<file path="config.mk">
export PLATFORM = sky130hd
export DESIGN_NAME = mhik_ctrl
export DESIGN_NICKNAME = d
export VERILOG_FILES = /design/src/sv/mhik_pkg.sv /design/src/sv/mhik_ctrl.sv
export VERILOG_INCLUDE_DIRS = /design/src /design/src/sv
export SDC_FILE = /design/constraint.sdc
export NUM_CORES = 1
export LEC_CHECK = 0
export ABC_AREA = 1
export BUFFER_PORTS_ARGS = -buffer_cell sky130_fd_sc_hd__buf_2
export CORE_AREA = 4 4 41 43
export DETAILED_ROUTE_END_ITERATION = 16
export DIE_AREA = 0 0 45 47
export HOLD_SLACK_MARGIN = 0.03
export PLACE_DENSITY = 0.58
export SLEW_MARGIN = 25
export SYNTH_ARGS = -nofsm -noshare
export SYNTH_HDL_FRONTEND = slang
export SYNTH_SLANG_ARGS = --single-unit
export TNS_END_PERCENT = 5
</file>
<file path="constraint.sdc">
create_clock -name clk -period 2.7 [get_ports clk]
set_input_delay 0.27 -clock clk [delete_from_list [all_inputs] [get_ports clk]]
set_output_delay 0.27 -clock clk [all_outputs]
set_load 0.02 [all_outputs]
</file>
<file path="src/sv/max_heap_increase_key_defines.svh">
// Assertion macros shared by the max-heap increase-key RTL.
`ifndef MAX_HEAP_INCREASE_KEY_DEFINES_SVH
`define MAX_HEAP_INCREASE_KEY_DEFINES_SVH

// Same-cycle implication, checked at every rising edge outside reset.
`define MHIK_ASSERT_NOW(lbl, clk, rstn, ante, cons, msg) \
  lbl: assert property (@(posedge clk) disable iff (!rstn) (ante) |-> (cons)) \
    else $error(msg);

// Next-cycle implication, checked at every rising edge outside reset.
`define MHIK_ASSERT_NEXT(lbl, clk, rstn, ante, cons, msg) \
  lbl: assert property (@(posedge clk) disable iff (!rstn) (ante) |=> (cons)) \
    else $error(msg);

`endif

</file>
<file path="src/sv/mhik_pkg.sv">
// Shared types, codes and defaults for the max-heap increase-key block.
`default_nettype none

package mhik_pkg;

  localparam int HEAP_DEPTH_DEF = 1024;
  localparam int KEY_WIDTH_DEF  = 32;

  localparam int OP_W  = 2;
  localparam int POS_W = 11;
  localparam int VAL_W = 32;
  localparam int ST_W  = 2;

  localparam logic [OP_W-1:0] OP_APPEND   = 2'd0;
  localparam logic [OP_W-1:0] OP_INCREASE = 2'd1;
  localparam logic [OP_W-1:0] OP_READ     = 2'd2;

  localparam logic [ST_W-1:0] ST_OK      = 2'd0;
  localparam logic [ST_W-1:0] ST_FULL    = 2'd1;
  localparam logic [ST_W-1:0] ST_BAD_POS = 2'd2;

  typedef enum logic [2:0] {
    S_IDLE,
    S_DECODE,
    S_FETCH,
    S_UP_RD,
    S_UP_CMP,
    S_EMIT
  } state_t;

  // Commands from the controller to the datapath.
  typedef struct packed {
    logic            load_in;
    logic            do_append;
    logic            set_error;
    logic [ST_W-1:0] err_status;
    logic            rd_pos;
    logic            take_read;
    logic            init_inc;
    logic            rd_parent;
    logic            move_down;
    logic            finish_inc;
    logic            load_out;
  } cmd_t;

  // Status from the datapath to the controller.
  typedef struct packed {
    logic [OP_W-1:0] opcode;
    logic            full;
    logic            pos_bad;
    logic            idx_zero;
    logic            parent_lt;
    logic            out_free;
  } sts_t;

endpackage

`default_nettype wire

</file>
<file path="src/sv/mhik_ctrl.sv">
// Controller state machine that sequences append, read and increase-key operations.
`default_nettype none

module mhik_ctrl (
  input  wire logic          clk,
  input  wire logic          rst_n,
  input  wire logic          in_valid,
  output      logic          in_ready,
  input  wire mhik_pkg::sts_t sts,
  output      mhik_pkg::cmd_t cmd
);

  import mhik_pkg::*;

  `include "max_heap_increase_key_defines.svh"

  state_t state_r, state_nxt;

  always_ff @(posedge clk) begin
    if (!rst_n) begin
      state_r <= S_IDLE;
    end else begin
      state_r <= state_nxt;
    end
  end

  always_comb begin
    state_nxt = state_r;
    cmd       = '0;
    in_ready  = 1'b0;
    case (state_r)
      S_IDLE: begin
        in_ready = 1'b1;
        if (in_valid) begin
          cmd.load_in = 1'b1;
          state_nxt   = S_DECODE;
        end
      end
      S_DECODE: begin
        if (sts.opcode == OP_APPEND) begin
          if (sts.full) begin
            cmd.set_error  = 1'b1;
            cmd.err_status = ST_FULL;
          end else begin
            cmd.do_append = 1'b1;
          end
          state_nxt = S_EMIT;
        end else if ((sts.opcode inside {OP_READ, OP_INCREASE}) && !sts.pos_bad) begin
          cmd.rd_pos = 1'b1;
          state_nxt  = S_FETCH;
        end else begin
          cmd.set_error  = 1'b1;
          cmd.err_status = ST_BAD_POS;
          state_nxt      = S_EMIT;
        end
      end
      S_FETCH: begin
        if (sts.opcode == OP_READ) begin
          cmd.take_read = 1'b1;
          state_nxt     = S_EMIT;
        end else begin
          cmd.init_inc = 1'b1;
          state_nxt    = S_UP_RD;
        end
      end
      S_UP_RD: begin
        if (sts.idx_zero) begin
          cmd.finish_inc = 1'b1;
          state_nxt      = S_EMIT;
        end else begin
          cmd.rd_parent = 1'b1;
          state_nxt     = S_UP_CMP;
        end
      end
      S_UP_CMP: begin
        if (sts.parent_lt) begin
          cmd.move_down = 1'b1;
          state_nxt     = S_UP_RD;
        end else begin
          cmd.finish_inc = 1'b1;
          state_nxt      = S_EMIT;
        end
      end
      S_EMIT: begin
        if (sts.out_free) begin
          cmd.load_out = 1'b1;
          state_nxt    = S_IDLE;
        end
      end
      default: begin
        state_nxt = S_IDLE;
      end
    endcase
  end

  // A result is only handed to the output register when that register can take it.
  `MHIK_ASSERT_NOW(a_load_when_free, clk, rst_n, cmd.load_out, sts.out_free, "output overrun")
  // Every accepted word is decoded in the following cycle.
  `MHIK_ASSERT_NEXT(a_accept_decode, clk, rst_n, in_valid && in_ready, state_r == S_DECODE, "accepted word not decoded")
  // The input is only open while no operation is in progress.
  `MHIK_ASSERT_NOW(a_ready_idle, clk, rst_n, in_ready, state_r == S_IDLE, "ready outside idle")

endmodule

`default_nettype wire

</file>
# Yosys cells after proc, flatten, opt, wreduce, memory -nomap -nowiden
# Index checks and enable logic that the tools add are counted.
# word_totals
regBits	3
latch_bits	0
ram_bits	0
mem_bits_ro	0
in_bits	10
out_inout_bits	13
mem_count	0
# op_classes
n_addsub	0
multipliers	0
div	0
order_cmp	0
eq_ne	9
shift	0
n_mux	31
bitwise	0
reduce_logical	6
# ops
cell	n
$mux W3	9
$mux W1	18
$pmux W3 S6	1
$eq A3 B2 Y1 const B	2
$eq A3 B3 Y1 const B	2
$mux W5	1
$ne A2 B2 Y1 const B	2
$eq A3 B1 Y1 const B	1
$logic_not A3 Y1	1
$eq A2 B1 Y1 const B	1
$eq A2 B2 Y1 const B	1
$logic_not A2 Y1	1
$mux W2	1
$pmux W1 S2	1
$reduce_and A2 Y1	1
$reduce_bool A2 Y1	1
$logic_and A1 B1 Y1	1
$logic_not A1 Y1	1

# Logic depth before layout (Yosys ltp)
# depth
word_depth	6
ltp_mapped	8
mapped_depth_nobuf	8

# Least setup slack after synthesis
# OpenSTA, ideal clock, no wires.
# synth_timing
path_type	in2out
start	in sts[5] (netlist bit)
end	out cmd[8] (netlist bit)
t_arrival_ns	1.153
required_time_ns	2.430
path_slack_ns	1.277
cell_stages	3
cell_sequence	inv_1 > ha_1 > a211oi_1
# synth_lines
element	line	text
start, declared	mhik_ctrl.sv:9	input wire mhik_pkg::sts_t sts,
end, declared	mhik_ctrl.sv:10	output mhik_pkg::cmd_t cmd

==> impl_metrics.env <==
export IMPL_combPwrFrac=0.477
export IMPL_grt_pass1_wl_mm=1.43
export IMPL_worst_slack_ns=1.22
export IMPL_p_clk_frac=0.287
export IMPL_place_ws_ns=1.23
export IMPL_grt_max_degree=10
export IMPL_antennaDiodeCount=0
export IMPL_finalClockSkew_ns=0.000169
export IMPL_finalCritPeriodShare=0.546
export IMPL_drtIter0Drc=7
export IMPL_grt_pass1_vias=354
export IMPL_crit_chain="nand2_1, nor2_1, nand2_1, a21oi_1, buf_2"
export IMPL_power_mw=0.269
export IMPL_critPathMaxStageDelay_ns=0.43
export IMPL_path_delay_family="flip-flops"
export IMPL_antenna_found_initial=0
export IMPL_maxCapViolCount=0
export IMPL_ys_warn_count=0
export IMPL_switching_power_mw=0.117
export IMPL_die_w_um=45
export IMPL_synth_fp_nets=69
export IMPL_fin_nets=96
export IMPL_power_density_mw_per_mm2=559
export IMPL_dr_pass1_iters=4
export IMPL_post_cts_buffers=0
export IMPL_fp_row_count=13
export IMPL_cts_buffers=3
export IMPL_required_ns=2.43
export IMPL_biggestRegsByFlops="state_r (3)"
export IMPL_rsz0062_at_grt="no"
export IMPL_routed_via_density=4.22
export IMPL_slowest_stage="dfxtp_1"
export IMPL_critPathMaxFanout=6
export IMPL_path_class="flip-flop to output pin"
export IMPL_maxSlewHeadroom=0.828
export IMPL_start_util=0.251
export IMPL_cts_max_level=1
export IMPL_hp_class="primary input to flip-flop"
export IMPL_wl_per_cell_um=9.32
export IMPL_post_cts_resized=0
export IMPL_synthCells=57
export IMPL_worst_pin_slew_ns=0.258
export IMPL_finalSetupTns_ns=0
export IMPL_p_sw_frac=0.434
export IMPL_syn_to_final_growth_pct=47.5
export IMPL_fmax_ghz=0.678
export IMPL_largest_reg_flops=3
export IMPL_clockRootBuffer="clkbuf_4"
export IMPL_setup_viol=0
export IMPL_critical_path_arrival_ns=1.21
export IMPL_hold_buffers=0
export IMPL_cp_start_kind="flip-flop"
export IMPL_drc=0
export IMPL_drive_above_1_share=0.398
export IMPL_crit_top_cell="nand2_1"
export IMPL_worstSetupEndpointType="output pin"
export IMPL_top_register="state_r"
export IMPL_globalplace_congestion=0.716
export IMPL_clk_path_buf_depth=2
export IMPL_wirelength_um=913
export IMPL_worst_path_buf_inv=1
export IMPL_pwr_share_seq=0.236
export IMPL_port_buffers=22
export IMPL_dp_hpwl_um=770
export IMPL_grt_usage=0.0908
export IMPL_synth_seq_cells=3
export IMPL_coreArea_mm2=0.00130
export IMPL_path_clk_slew_ns=0.04
export IMPL_fin_hold_ws_ns=0.308
export IMPL_grt_overflow=0
export IMPL_p_int_mw=0.152
export IMPL_max_vdd_ir_drop_v=0.000384
export IMPL_min_period_ns=1.48
export IMPL_clkLatencyLatePin_ns=0.23
export IMPL_cts_tree="done"
export IMPL_io_pins=23
export IMPL_syn_area_um2=327
export IMPL_synth_avg_cell_area_um2=5.73
export IMPL_yosysUniqueCellTypes=16
export IMPL_ys_seq_area_frac=0.184
export IMPL_vias=414
export IMPL_status="completed"
export IMPL_die_y_um=47
export IMPL_power_leakage_nw=0.295
export IMPL_ant_nets=0
export IMPL_finalMaxSlewViolations=0
export IMPL_hold_viol_final=0
export IMPL_clock_sinks=3
export IMPL_die_area_mm2=0.00212
## cell usage in the layout, fill, tap and decap left out, drive strengths merged
cell type,Yosys,routed
nor2,14,14
inv,15,15
dfxtp,3,3
buf,0,22
o21ai,2,2
a211oi,1,1
nand3,8,8
clkbuf,0,4
ha,2,2
nor4,1,1
nand2,5,5
nand4,1,1
a21oi,2,2
nor3,3,3
## stage by stage
stage | util | instances | instance area (um^2)
detailed placement | 0.350 | 94 | 455
global placement | 0.350 | 94 | 455
finish | 0.370 | 98 | 482
floorplan | - | 57 | 327
global route | 0.370 | 98 | 482
CTS | 0.370 | 98 | 482
## cells by family (layout without fill, tap and decap cells)
group                    count (synthesis)  count (layout)  share of synthesized area
AO/OA/AOI/OAI                            5               5                     0.0958
buffers and inverters                   15              41                      0.172
flip-flops                               3               3                      0.184
AND/OR/NAND/NOR                         32              32                      0.471
adder cells (fa/ha/maj)                  2               2                     0.0766
## power by group through the flow
stage / Sequential, mW / Clock (mW) / Combinational, mW
floorplan: 0.0614 / 0 / 0.0926
global placement: 0.0640 / 0 / 0.128
detailed placement: 0.0638 / 0 / 0.130
CTS: 0.0631 / 0.0815 / 0.131
global route: 0.0650 / 0.0852 / 0.145
finish: 0.0634 / 0.0773 / 0.129
## Yosys cell counts (all sizes together)
master	count	area, um^2
nor4	1	6.26
nor3	3	15.0
nand2	5	18.8
ha	2	25.0
a211oi	1	7.51
dfxtp	3	60.1
nand3	8	50.1
nor2	14	57.6
a21oi	2	13.8
o21ai	2	10.0
inv	15	56.3
nand4	1	6.26
## path summary, 6_finish.rpt
check | from | endpoint | slack [ns] | depth (start not counted)
worst max register to register | state_r[2] | state_r[1] | 1.64 | 5
worst max-delay path | state_r[0] | cmd[9] | 1.22 | 5
worst min-delay path | rst_n | state_r[0] | 0.31 | 3
worst min register to register | state_r[1] | state_r[0] | 0.71 | 5
## worst register-to-register path, cell delays in order (launching register included)
cell and delay [ns]:
dfxtp_1 0.45, inv_2 0.09, nand3_2 0.11, nor2_1 0.07, nor3_1 0.17, nor2_1 0.05
## layout make-up
type / count / area (um^2)
clock buffers: 4 / 26.3
fillers: 165 / 820
inverters: 15 / 56.3
multi-input cells: 39 / 210
flip-flops and latches: 3 / 60.1
well taps: 15 / 18.8
repair buffers: 22 / 110
## per-layer routing
layer | global-route usage | wire length (um) | vias to the layer above
met5 | 0 | 0 | -
met4 | 0 | 0 | 0
met3 | 0.0460 | 79 | 0
met2 | 0.147 | 406 | 12
met1 | 0.116 | 427 | 171
li1 | - | - | 231
(Power assumes the default switching activity.)
